$ cat src/rtl/coverage_longest_run_finder_core_defines.svh
// Assertion macros for the file that carries concurrent checks.
// Each macro expects signals named clk and arst_n in the using scope.
`ifndef COVERAGE_LONGEST_RUN_FINDER_CORE_DEFINES_SVH
`define COVERAGE_LONGEST_RUN_FINDER_CORE_DEFINES_SVH

// The consequent must hold in the cycle after the antecedent.
`define CLRF_ASSERT_NEXT(label, ante, cons, msg) \
	label: assert property (@(posedge clk) disable iff (!arst_n) (ante) |=> (cons)) \
		else $error(msg);

// The consequent must hold in the same cycle as the antecedent.
`define CLRF_ASSERT_NOW(label, ante, cons, msg) \
	label: assert property (@(posedge clk) disable iff (!arst_n) (ante) |-> (cons)) \
		else $error(msg);

`endif

$ cat src/rtl/clrf_pkg.sv
`timescale 1ns / 1ps

package clrf_pkg;

	localparam int POS_W      = 17;
	localparam int MARGIN_W   = 15;
	localparam int MIND_W     = 16;
	localparam int CFG_DATA_W = 17;
	localparam int CFG_IDX_W  = 2;

	// Configuration register indexes.
	localparam logic [CFG_IDX_W-1:0] REG_TARGET_LENGTH = 2'd0;
	localparam logic [CFG_IDX_W-1:0] REG_TRIM_MARGIN   = 2'd1;
	localparam logic [CFG_IDX_W-1:0] REG_MIN_DEPTH     = 2'd2;

	localparam logic [MIND_W-1:0] MIN_DEPTH_RST = 16'd1;

	// Item actions.
	localparam logic ACT_ADD    = 1'b0;
	localparam logic ACT_FINISH = 1'b1;

	typedef enum logic [2:0] {
		ST_CLEAR,
		ST_IDLE,
		ST_ADD_INC,
		ST_ADD_DEC,
		ST_WALK,
		ST_DRAIN1,
		ST_DRAIN2,
		ST_FINAL
	} state_t;

	// Commands from the controller to the datapath.
	typedef struct packed {
		logic add_accept;
		logic fin_accept;
		logic inc_wr;
		logic dec_wr;
		logic clr_wr;
		logic walk_rd;
		logic final_step;
	} cmd_t;

	// Status from the datapath to the controller.
	typedef struct packed {
		logic keep;
		logic clr_last;
		logic walk_last;
	} status_t;

endpackage

$ cat src/rtl/clrf_ctrl.sv
`timescale 1ns / 1ps

// Sequencer for the clearing pass, interval updates and the finish walk.
module clrf_ctrl (
	input  logic               clk,
	input  logic               arst_n,
	input  logic               start,
	input  logic               action,
	input  clrf_pkg::status_t  status,
	output logic               busy,
	output clrf_pkg::cmd_t     cmd
);

	clrf_pkg::state_t state_q;
	clrf_pkg::state_t state_d;

	always_ff @(posedge clk or negedge arst_n) begin
		if (!arst_n) begin
			state_q <= clrf_pkg::ST_CLEAR;
		end else begin
			state_q <= state_d;
		end
	end

	always_comb begin
		state_d = state_q;
		unique case (state_q)
			clrf_pkg::ST_CLEAR: begin
				if (status.clr_last) begin
					state_d = clrf_pkg::ST_IDLE;
				end
			end
			clrf_pkg::ST_IDLE: begin
				if (start) begin
					if (action == clrf_pkg::ACT_FINISH) begin
						state_d = clrf_pkg::ST_WALK;
					end else if (status.keep) begin
						state_d = clrf_pkg::ST_ADD_INC;
					end
				end
			end
			clrf_pkg::ST_ADD_INC: state_d = clrf_pkg::ST_ADD_DEC;
			clrf_pkg::ST_ADD_DEC: state_d = clrf_pkg::ST_IDLE;
			clrf_pkg::ST_WALK: begin
				if (status.walk_last) begin
					state_d = clrf_pkg::ST_DRAIN1;
				end
			end
			clrf_pkg::ST_DRAIN1: state_d = clrf_pkg::ST_DRAIN2;
			clrf_pkg::ST_DRAIN2: state_d = clrf_pkg::ST_FINAL;
			clrf_pkg::ST_FINAL:  state_d = clrf_pkg::ST_IDLE;
		endcase
	end

	assign busy = (state_q != clrf_pkg::ST_IDLE);

	always_comb begin
		cmd = '0;
		unique case (state_q)
			clrf_pkg::ST_CLEAR: cmd.clr_wr = 1'b1;
			clrf_pkg::ST_IDLE: begin
				cmd.add_accept = start && (action == clrf_pkg::ACT_ADD);
				cmd.fin_accept = start && (action == clrf_pkg::ACT_FINISH);
			end
			clrf_pkg::ST_ADD_INC: cmd.inc_wr = 1'b1;
			clrf_pkg::ST_ADD_DEC: cmd.dec_wr = 1'b1;
			clrf_pkg::ST_WALK:    cmd.walk_rd = 1'b1;
			clrf_pkg::ST_DRAIN1, clrf_pkg::ST_DRAIN2: cmd = '0;
			clrf_pkg::ST_FINAL:   cmd.final_step = 1'b1;
		endcase
	end

endmodule

$ cat config.mk
export PLATFORM = sky130hd
export DESIGN_NAME = clrf_ctrl
export DESIGN_NICKNAME = d
export VERILOG_FILES = /design/src/rtl/coverage_longest_run_finder_core_defines.svh /design/src/rtl/clrf_pkg.sv /design/src/rtl/clrf_ctrl.sv
export SDC_FILE = /design/constraint.sdc
export NUM_CORES = 1
export LEC_CHECK = 0
export BUFFER_PORTS_ARGS = -buffer_cell sky130_fd_sc_hd__buf_2
export CAP_MARGIN = 30
export CORE_AREA = 2 2 39 41
export DETAILED_ROUTE_END_ITERATION = 6
export DIE_AREA = 0 0 41 43
export PLACE_DENSITY_LB_ADDON = 0.05
export SLEW_MARGIN = 10
export SYNTH_ARGS = -nofsm -noshare
export SYNTH_HDL_FRONTEND = slang
export SYNTH_SLANG_ARGS = --single-unit
$ cat constraint.sdc
create_clock -name clk -period 1.2 [get_ports clk]
set_input_delay 0.12 -clock clk [delete_from_list [all_inputs] [get_ports clk]]
set_output_delay 0.12 -clock clk [all_outputs]
set_load 0.005 [all_outputs]
==> results.json <==
{
  "min_period_over_period": 1.04,
  "ys.warnings.count": 0,
  "synth_top_area_cell": "dfrtp_1",
  "rrSetupSlack_ns": 0.02,
  "period_minus_slack_ns": 1.25,
  "timing.rr.end": "state_q[0]",
  "die-area_mm2": 0.00176,
  "start_util": 0.152,
  "ys_ff_latch": 3,
  "grt_pass1_wl_mm": 1.17,
  "ir_drop_uv": 768,
  "fin_area_um2": 435,
  "yosys.area.top_type_share": 0.357,
  "hold_path_class": "input pin to async pin",
  "cts_tree": "built",
  "gp_congestion": 0.641,
  "clock_path_buffers": 2,
  "port_buffers": 14,
  "fin_tns_setup_ns": -0.0802,
  "final_common_cell": "buf_2",
  "reg2reg_depth": 4,
  "total_power_mw": 1.10,
  "io_pins": 15,
  "routedWlPerCell_um": 11.0,
  "wirelength_um": 734,
  "fin_nets": 59,
  "finalHoldViolCount": 0,
  "regMostFlops": "state_q",
  "clock.fmax_mhz": 803,
  "route.detailed.drc": 0,
  "reg_top3": "state_q x3",
  "worstReg2RegStart": "state_q[2]",
  "status": "finished with violations",
  "rows": 14,
  "htreeDepth": 1,
  "place_ws_ns": 0.0713,
  "syn_area_per_cell_um2": 7.79,
  "whs_ns": 0.215,
  "rsz0062_at_grt": "yes",
  "gr-total-overflow": 0,
  "crit_required_ns": 1.08,
  "clk_latency_ns": 0.23,
  "cts_num_sinks": 3,
  "crit_fanout": 4,
  "vias": 279,
  "setup.worst_path.class": "flop to primary output",
  "drive_gt1_frac": 0.627,
  "grt_usage": 0.110,
  "power_leakage_nw": 0.226,
  "finClkSkew_ns": 0.000270,
  "maxSlewViolCount": 0,
  "synth_nets": 34,
  "syn-instance-count": 27,
  "worst_slack_ns": -0.0455,
  "largest_register_ffs": 3,
  "num_antenna_cells": 0,
  "crit_start": "state_q[2]",
  "cp-start-kind": "flop",
  "p_per_area_mw_per_mm2": 2540,
  "maxCapViolCount": 0,
  "placed_area_um2": 304,
  "grt_max_degree": 7,
  "numCtsBuffers": 3,
  "grt_pass1_vias": 291,
  "core_mm2": 0.00138,
  "final_util": 0.315,
  "endpoint": "cmd[6]",
  "setup_viol": 3,
  "antenna_found_initial": 0,
  "ant_nets": 0,
  "dr.pass1.iters": 2,
  "cp-end-kind": "primary output",
  "synthTopCellsByArea": "dfrtp_1 (36%), nor2_1 (8.9%), a31oi_1 (6.0%), and3_1 (6.0%), nand2b_1 (6.0%)",
  "layout.cells.non_filler": 67,
  "dieWidth_um": 41,
  "syn_area_um2": 210,
  "dp_cells": 58,
  "arrival_ns": 1.13,
  "final_cell_mix": "buf_2 (13), buf_6 (4), buf_4 (4)",
  "path_clk_slew_ns": 0.04,
  "relSlewSlack": 0.902,
  "root_buffer": "clkbuf_4",
  "area_delta_synth_final_pct": 107,
  "drtIter0Drc": 3,
  "synthDistinctLibCells": 14,
  "yosysSeqAreaShare": 0.357,
  "die_h_um": 43,
  "worstMarginPinSlew_ns": 0.143,
  "viasPerCell": 4.16,
  "violations": "setup timing"
}
[final cells by class]
class / instances / area (um2)
clock buffer: 4 / 26.3
fill: 146 / 948
inverter: 3 / 11.3
multi-input combinational: 19 / 151
sequential: 3 / 76.3
tap: 16 / 20.0
timing repair buffer: 22 / 150
[repair_timing]
| item | CTS | global route |
|---|---|---|
| setup endpoints to repair | 5 | 8 |
| pin swaps | 4 | 3 |
| resized for setup | 6 | 8 |
| buffers inserted | 4 | 0 |
| hold endpoints to repair | 3 | 0 |
| hold buffers | 1 | 0 |
[power by group]
part	total [mW]	switching, mW	internal (mW)
registers	0.201	0.0455	0.156
clock network	0.179	0.0539	0.125
logic	0.725	0.328	0.397
[worst min path at each step]
stage | to | startpoint | cells past startpoint | slack [ns]
finish | state_q[2] | arst_n | 2 | 0.22
global route | state_q[1] | arst_n | 2 | 0.24
CTS | state_q[1] | arst_n | 2 | 0.21
detailed placement | state_q[1] | arst_n | 1 | -0.08
global placement | state_q[1] | arst_n | 1 | -0.08
floorplan | state_q[0] | arst_n | 0 | -0.18
[logic make-up after synthesis]
| kind of cell | share of synthesized area |
|---|---|
| AO/OA/AOI/OAI | 0.179 |
| buffers and inverters | 0.143 |
| flip-flops | 0.357 |
| multiplexers | 0.0476 |
| AND/OR/NAND/NOR | 0.274 |
[critical path: stages (launching register included)]
cell and delay, ns:
dfrtp_1 0.38, buf_6 0.14, nor2_4 0.11, and3_4 0.18, buf_6 0.09
[metal layers]
layer  part of all wire  routed length, um  track usage  vias to the layer above
met5                  0                  0            0                        -
met1               0.35                257        0.103                      128
met2               0.59                433        0.166                        8
met4              0.026                 19        0.120                        0
met3              0.033                 24       0.0314                        2
li1                   -                  -            -                      141
[synth_stat cells]
library cell / count
nor2_1: 5
dfrtp_1: 3
inv_1: 3
a31oi_1: 2
and3_1: 2
nand2b_1: 2
nor3_1: 2
o21ai_0: 2
a21oi_1: 1
a311o_1: 1
buf_4: 1
buf_6: 1
mux2i_1: 1
nand2_1: 1
Note: power is estimated with default switching activity, not from simulation.
