**config.mk**
```make
export PLATFORM = sky130hd
export DESIGN_NAME = clrf_cfg
export DESIGN_NICKNAME = d
export VERILOG_FILES = /design/src/rtl/coverage_longest_run_finder_core_defines.svh /design/src/rtl/clrf_pkg.sv /design/src/rtl/clrf_cfg.sv
export SDC_FILE = /design/constraint.sdc
export NUM_CORES = 1
export LEC_CHECK = 0
export BUFFER_PORTS_ARGS = -buffer_cell sky130_fd_sc_hd__buf_2
export CAP_MARGIN = 20
export CORE_MARGIN = 4
export CORE_UTILIZATION = 50
export CTS_CLUSTER_DIAMETER = 150
export DETAILED_ROUTE_END_ITERATION = 8
export PLACE_DENSITY = 0.81
export REMOVE_ABC_BUFFERS = 1
export SYNTH_ARGS = -nofsm -noshare
export SYNTH_HDL_FRONTEND = slang
export SYNTH_SLANG_ARGS = --single-unit
```
**constraint.sdc**
```tcl
create_clock -name clk -period 1.8 [get_ports clk]
set_input_delay 0.36 -clock clk [delete_from_list [all_inputs] [get_ports clk]]
set_output_delay 0.36 -clock clk [all_outputs]
set_load 0.005 [all_outputs]
```
**src/rtl/coverage_longest_run_finder_core_defines.svh**
```systemverilog
// Assertion macros for the file that carries concurrent checks.
// Each macro expects signals named clk and arst_n in the using scope.
`ifndef COVERAGE_LONGEST_RUN_FINDER_CORE_DEFINES_SVH
`define COVERAGE_LONGEST_RUN_FINDER_CORE_DEFINES_SVH

// The consequent must hold in the cycle after the antecedent.
`define CLRF_ASSERT_NEXT(label, ante, cons, msg) \
	label: assert property (@(posedge clk) disable iff (!arst_n) (ante) |=> (cons)) \
		else $error(msg);

// The consequent must hold in the same cycle as the antecedent.
`define CLRF_ASSERT_NOW(label, ante, cons, msg) \
	label: assert property (@(posedge clk) disable iff (!arst_n) (ante) |-> (cons)) \
		else $error(msg);

`endif

```
**src/rtl/clrf_pkg.sv**
```systemverilog
`timescale 1ns / 1ps

package clrf_pkg;

	localparam int POS_W      = 17;
	localparam int MARGIN_W   = 15;
	localparam int MIND_W     = 16;
	localparam int CFG_DATA_W = 17;
	localparam int CFG_IDX_W  = 2;

	// Configuration register indexes.
	localparam logic [CFG_IDX_W-1:0] REG_TARGET_LENGTH = 2'd0;
	localparam logic [CFG_IDX_W-1:0] REG_TRIM_MARGIN   = 2'd1;
	localparam logic [CFG_IDX_W-1:0] REG_MIN_DEPTH     = 2'd2;

	localparam logic [MIND_W-1:0] MIN_DEPTH_RST = 16'd1;

	// Item actions.
	localparam logic ACT_ADD    = 1'b0;
	localparam logic ACT_FINISH = 1'b1;

	typedef enum logic [2:0] {
		ST_CLEAR,
		ST_IDLE,
		ST_ADD_INC,
		ST_ADD_DEC,
		ST_WALK,
		ST_DRAIN1,
		ST_DRAIN2,
		ST_FINAL
	} state_t;

	// Commands from the controller to the datapath.
	typedef struct packed {
		logic add_accept;
		logic fin_accept;
		logic inc_wr;
		logic dec_wr;
		logic clr_wr;
		logic walk_rd;
		logic final_step;
	} cmd_t;

	// Status from the datapath to the controller.
	typedef struct packed {
		logic keep;
		logic clr_last;
		logic walk_last;
	} status_t;

endpackage

```
**src/rtl/clrf_cfg.sv**
```systemverilog
`timescale 1ns / 1ps

// Configuration registers and the effective target length.
module clrf_cfg #(
	parameter int MAX_LENGTH = 65536,
	localparam int AW = $clog2(MAX_LENGTH + 1)
) (
	input  logic                             clk,
	input  logic                             arst_n,
	input  logic                             cfg_we,
	input  logic [clrf_pkg::CFG_IDX_W-1:0]   cfg_index,
	input  logic [clrf_pkg::CFG_DATA_W-1:0]  cfg_wdata,
	output logic [AW-1:0]                    eff_len,
	output logic [clrf_pkg::MARGIN_W-1:0]    trim_margin,
	output logic [clrf_pkg::MIND_W-1:0]      min_depth
);

	localparam int LW = (AW > clrf_pkg::POS_W) ? AW : clrf_pkg::POS_W;
	localparam logic [LW-1:0] MAX_L = LW'(MAX_LENGTH);

	logic [clrf_pkg::POS_W-1:0]  target_q;
	logic [clrf_pkg::MARGIN_W-1:0] margin_q;
	logic [clrf_pkg::MIND_W-1:0]   min_q;
	logic [LW-1:0]                 tgt_ext;
	logic [LW-1:0]                 eff_ext;

	always_ff @(posedge clk or negedge arst_n) begin
		if (!arst_n) begin
			target_q <= '0;
			margin_q <= '0;
			min_q    <= clrf_pkg::MIN_DEPTH_RST;
		end else if (cfg_we) begin
			unique case (cfg_index)
				clrf_pkg::REG_TARGET_LENGTH: target_q <= cfg_wdata[clrf_pkg::POS_W-1:0];
				clrf_pkg::REG_TRIM_MARGIN:   margin_q <= cfg_wdata[clrf_pkg::MARGIN_W-1:0];
				clrf_pkg::REG_MIN_DEPTH:     min_q    <= cfg_wdata[clrf_pkg::MIND_W-1:0];
				default: begin
				end
			endcase
		end
	end

	// The target is clipped to MAX_LENGTH.
	always_comb begin
		tgt_ext = LW'(target_q);
		eff_ext = (tgt_ext >= MAX_L) ? MAX_L : tgt_ext;
	end

	assign eff_len     = AW'(eff_ext);
	assign trim_margin = margin_q;
	assign min_depth   = min_q;

endmodule

```
==> impl_metrics.csv <==
group,metric,value,unit
job,drv_cap,0,
floorplan,die_x,69.9,um
global_routing,grt_start_max_net_pins,27,
finish,num_antenna_cells,0,
clock_network,clk_pin_slew,0.08,ns
logic_synthesis,async_flop_share,100,%
logic_synthesis,synth_edf_count,0,
floorplan,dieArea,0.00489,mm2
clock_network,post_cts_buffers,0,
floorplan,num_rows,22,
clock_network,ctsLongestPathBuffers,2,
setup_path,start_kind,"flop",
logic_synthesis,synth.distinct_cells,9,
global_routing,grt_overflow_total,0,
run_status,status,"completed",
sta,final_max_slew_viol_count,0,
sta,setup_tns,0,ns
setup_path,endpoint_kind,"output pin",
global_routing,grt_pass1_wl,6680,um
global_routing,grt_pass1_vias,1353,
global_routing,antenna_found_initial,0,
clock_network,numCtsBuffers,5,
power,seq_power_share,54.1,%
clock_network,hold_buffers,0,
routing,first_pass_iters,4,
routing,ant_nets,0,
routing,via_count,1245,
logic_synthesis,synthCells,120,
logic_synthesis,synth.ff_latch_count,48,
sta,fmax,0.591,GHz
sta,hold_viol_final,0,
routing,drt-total-wl,3840,um
clock_network,cts-root-buf,"clkbuf_8",
routing,wl_per_cell,15.9,um
finish,syn_to_final_growth,25.5,%
floorplan,die_h,69.9,um
floorplan,start_util,52.0,%
power,ir_drop,0.000716,V
power,power_density,1080,mW/mm2
routing,drtIter0Drc,33,
sta,slew_headroom,56.4,%
placement,hpwlAfterDp,2810,um
global_routing,grtUsageTotal,17.3,%
logic_synthesis,yosysSeqAreaShare,62.7,%
routing,vias_per_cell,5.14,
power,power.leakage,0.00117,uW
finish,fillCellCount,293,
sta,fin_crit,1.69,ns
setup_path,max_stage_delay,0.77,ns
finish,nets,215,
floorplan,core_area,0.00369,mm2
logic_synthesis,ys.flop_type,"dfrtp_1",
logic_synthesis,synth_common_cells,"mux2_2 (48), dfrtp_1 (47), nor2b_1 (16)",
setup_path,crit_required,1.44,ns
power,pwr-share-clk,24.1,%
logic_synthesis,synth.avg_cell_area,16.0,um2
clock_network,clock_latency,0.28,ns
logic_synthesis,yosysMostFrequentCell,"mux2_2",
placement,gp_routability_congestion,0.787,
setup_path,cp_data_arrival_time,1.33,ns
sta,fin_skew,0,ns
setup_path,path_cells,"nor2b_1 -> buf_2",
setup_path,critPathMaxFanout,18,
setup_path,crit_slowest_cell,"dfrtp_1",
power,pwr-share-comb,21.8,%
power,switching_power,657,uW
setup_path,critical_path_class,"flop to output pin",
floorplan,io_pins,70,
power,intPower,1940,uW
clock_network,htreeDepth,2,
logic_synthesis,yosys.area.top_type,"dfrtp_1",
sta,finalCritPeriodShare,94.0,%
finish,drive_gt1_share,66.5,%
clock_network,cts-resized-gates,0,
power,swShare,25.3,%
sta,setup_viol,0,
logic_synthesis,yosys.area.top_type_share,61.3,%
logic_synthesis,synth_area_leaders,"dfrtp_1 (61%), mux2_2 (28%), nor2b_1 (5.2%)",
clock_network,cts_tree,"built",
sta,tightest_slew,0.654,ns
clock_network,cts_sinks,48,
sta,rsz0062_at_grt,"false",
logic_synthesis,syn_area,0.00192,mm2
min_path,hold_path_class,"input pin to asynchronous set/reset pin",
sta,holdWs,0.0441,ns
routing,drc_errors,0,
logic_synthesis,synth_warnings,0,
placement,io_buffers,69,
## power groups by stage
stage | clock [uW] | sequential (uW) | combinational (uW)
after floorplan | 0 | 1410 | 264
after global placement | 0 | 1410 | 563
after detailed placement | 0 | 1430 | 580
after CTS | 649 | 1410 | 580
after global routing | 702 | 1440 | 627
final | 627 | 1410 | 566
## final cells by class
class	count	area, um2	area share [%]
clock buffers	8	90.1	3.74
well taps	48	60.1	2.49
flip-flops and latches	48	1200	49.9
multi-input cells	67	682	28.3
repair buffers	71	373	15.5
## cell usage in the layout, fill, tap and decap left out
master	count
dfrtp_1	47
nor2b_1	16
mux2_2	48
buf_4	1
nor3b_4	1
nand3b_2	2
clkbuf_8	6
buf_2	69
buf_12	1
dfstp_2	1
clkbuf_1	2
## sequential cells by signal, summed over array words and instances (netlist names)
name,flops
trim_margin,15
target_q,17
min_depth,16
## final timing paths
| path | from | endpoint | slack, ns | depth (start not counted) |
|---|---|---|---|---|
| setup / recovery | target_q[16]$_DFFE_PN0P_ | eff_len[0] | 0.11 | 2 |
| hold / removal | arst_n | min_depth[5]$_DFFE_PN0P_ | 0.04 | 1 |
| setup reg to reg | target_q[16]$_DFFE_PN0P_ | target_q[16]$_DFFE_PN0P_ | 0.68 | 1 |
| hold reg to reg | trim_margin[2]$_DFFE_PN0P_ | trim_margin[2]$_DFFE_PN0P_ | 0.50 | 1 |
| max in group asynchronous | arst_n | min_depth[14]$_DFFE_PN0P_ | 1.23 | 2 |
| min in group clk | cfg_wdata[16] | target_q[16]$_DFFE_PN0P_ | 0.31 | 2 |
## metrics by stage
stage               total power, uW  cells  util (%)  cell area, um2  setup WS [ns]
floorplan                      1680    115         -            1880          0.383
global placement               1980    234      62.8            2320          0.284
detailed placement             2010    234      62.8            2320          0.236
CTS                            2640    242      65.3            2410         0.0794
global route                   2770    242      65.3            2410        0.00235
finish                         2600    242      65.3            2410          0.109
## routing by layer
metal  track usage [%]  share of wire (%)  vias up  wire [um]
li1                  -                  -      560          -
met1              22.6                 44      638       1690
met2              28.3                 49       45       1880
met3              5.47                6.5        2        250
met4              3.83               0.44        0         17
met5                 0                  0        -          0
## kinds of logic after synthesis
| kind of cell | Yosys count | share of synthesized area (%) |
|---|---|---|
| flip-flops | 48 | 62.7 |
| AND/OR/NAND/NOR | 19 | 7.37 |
| multiplexers | 48 | 28.2 |
| buffers and inverters | 5 | 1.76 |
## critical path, delay by kind of cell, from the launching register on
family                 cells  cell delay (ns)
buffers and inverters      1             0.16
flip-flops                 1             0.77
AND/OR/NAND/NOR            1             0.12
(Power assumes the default switching activity.)
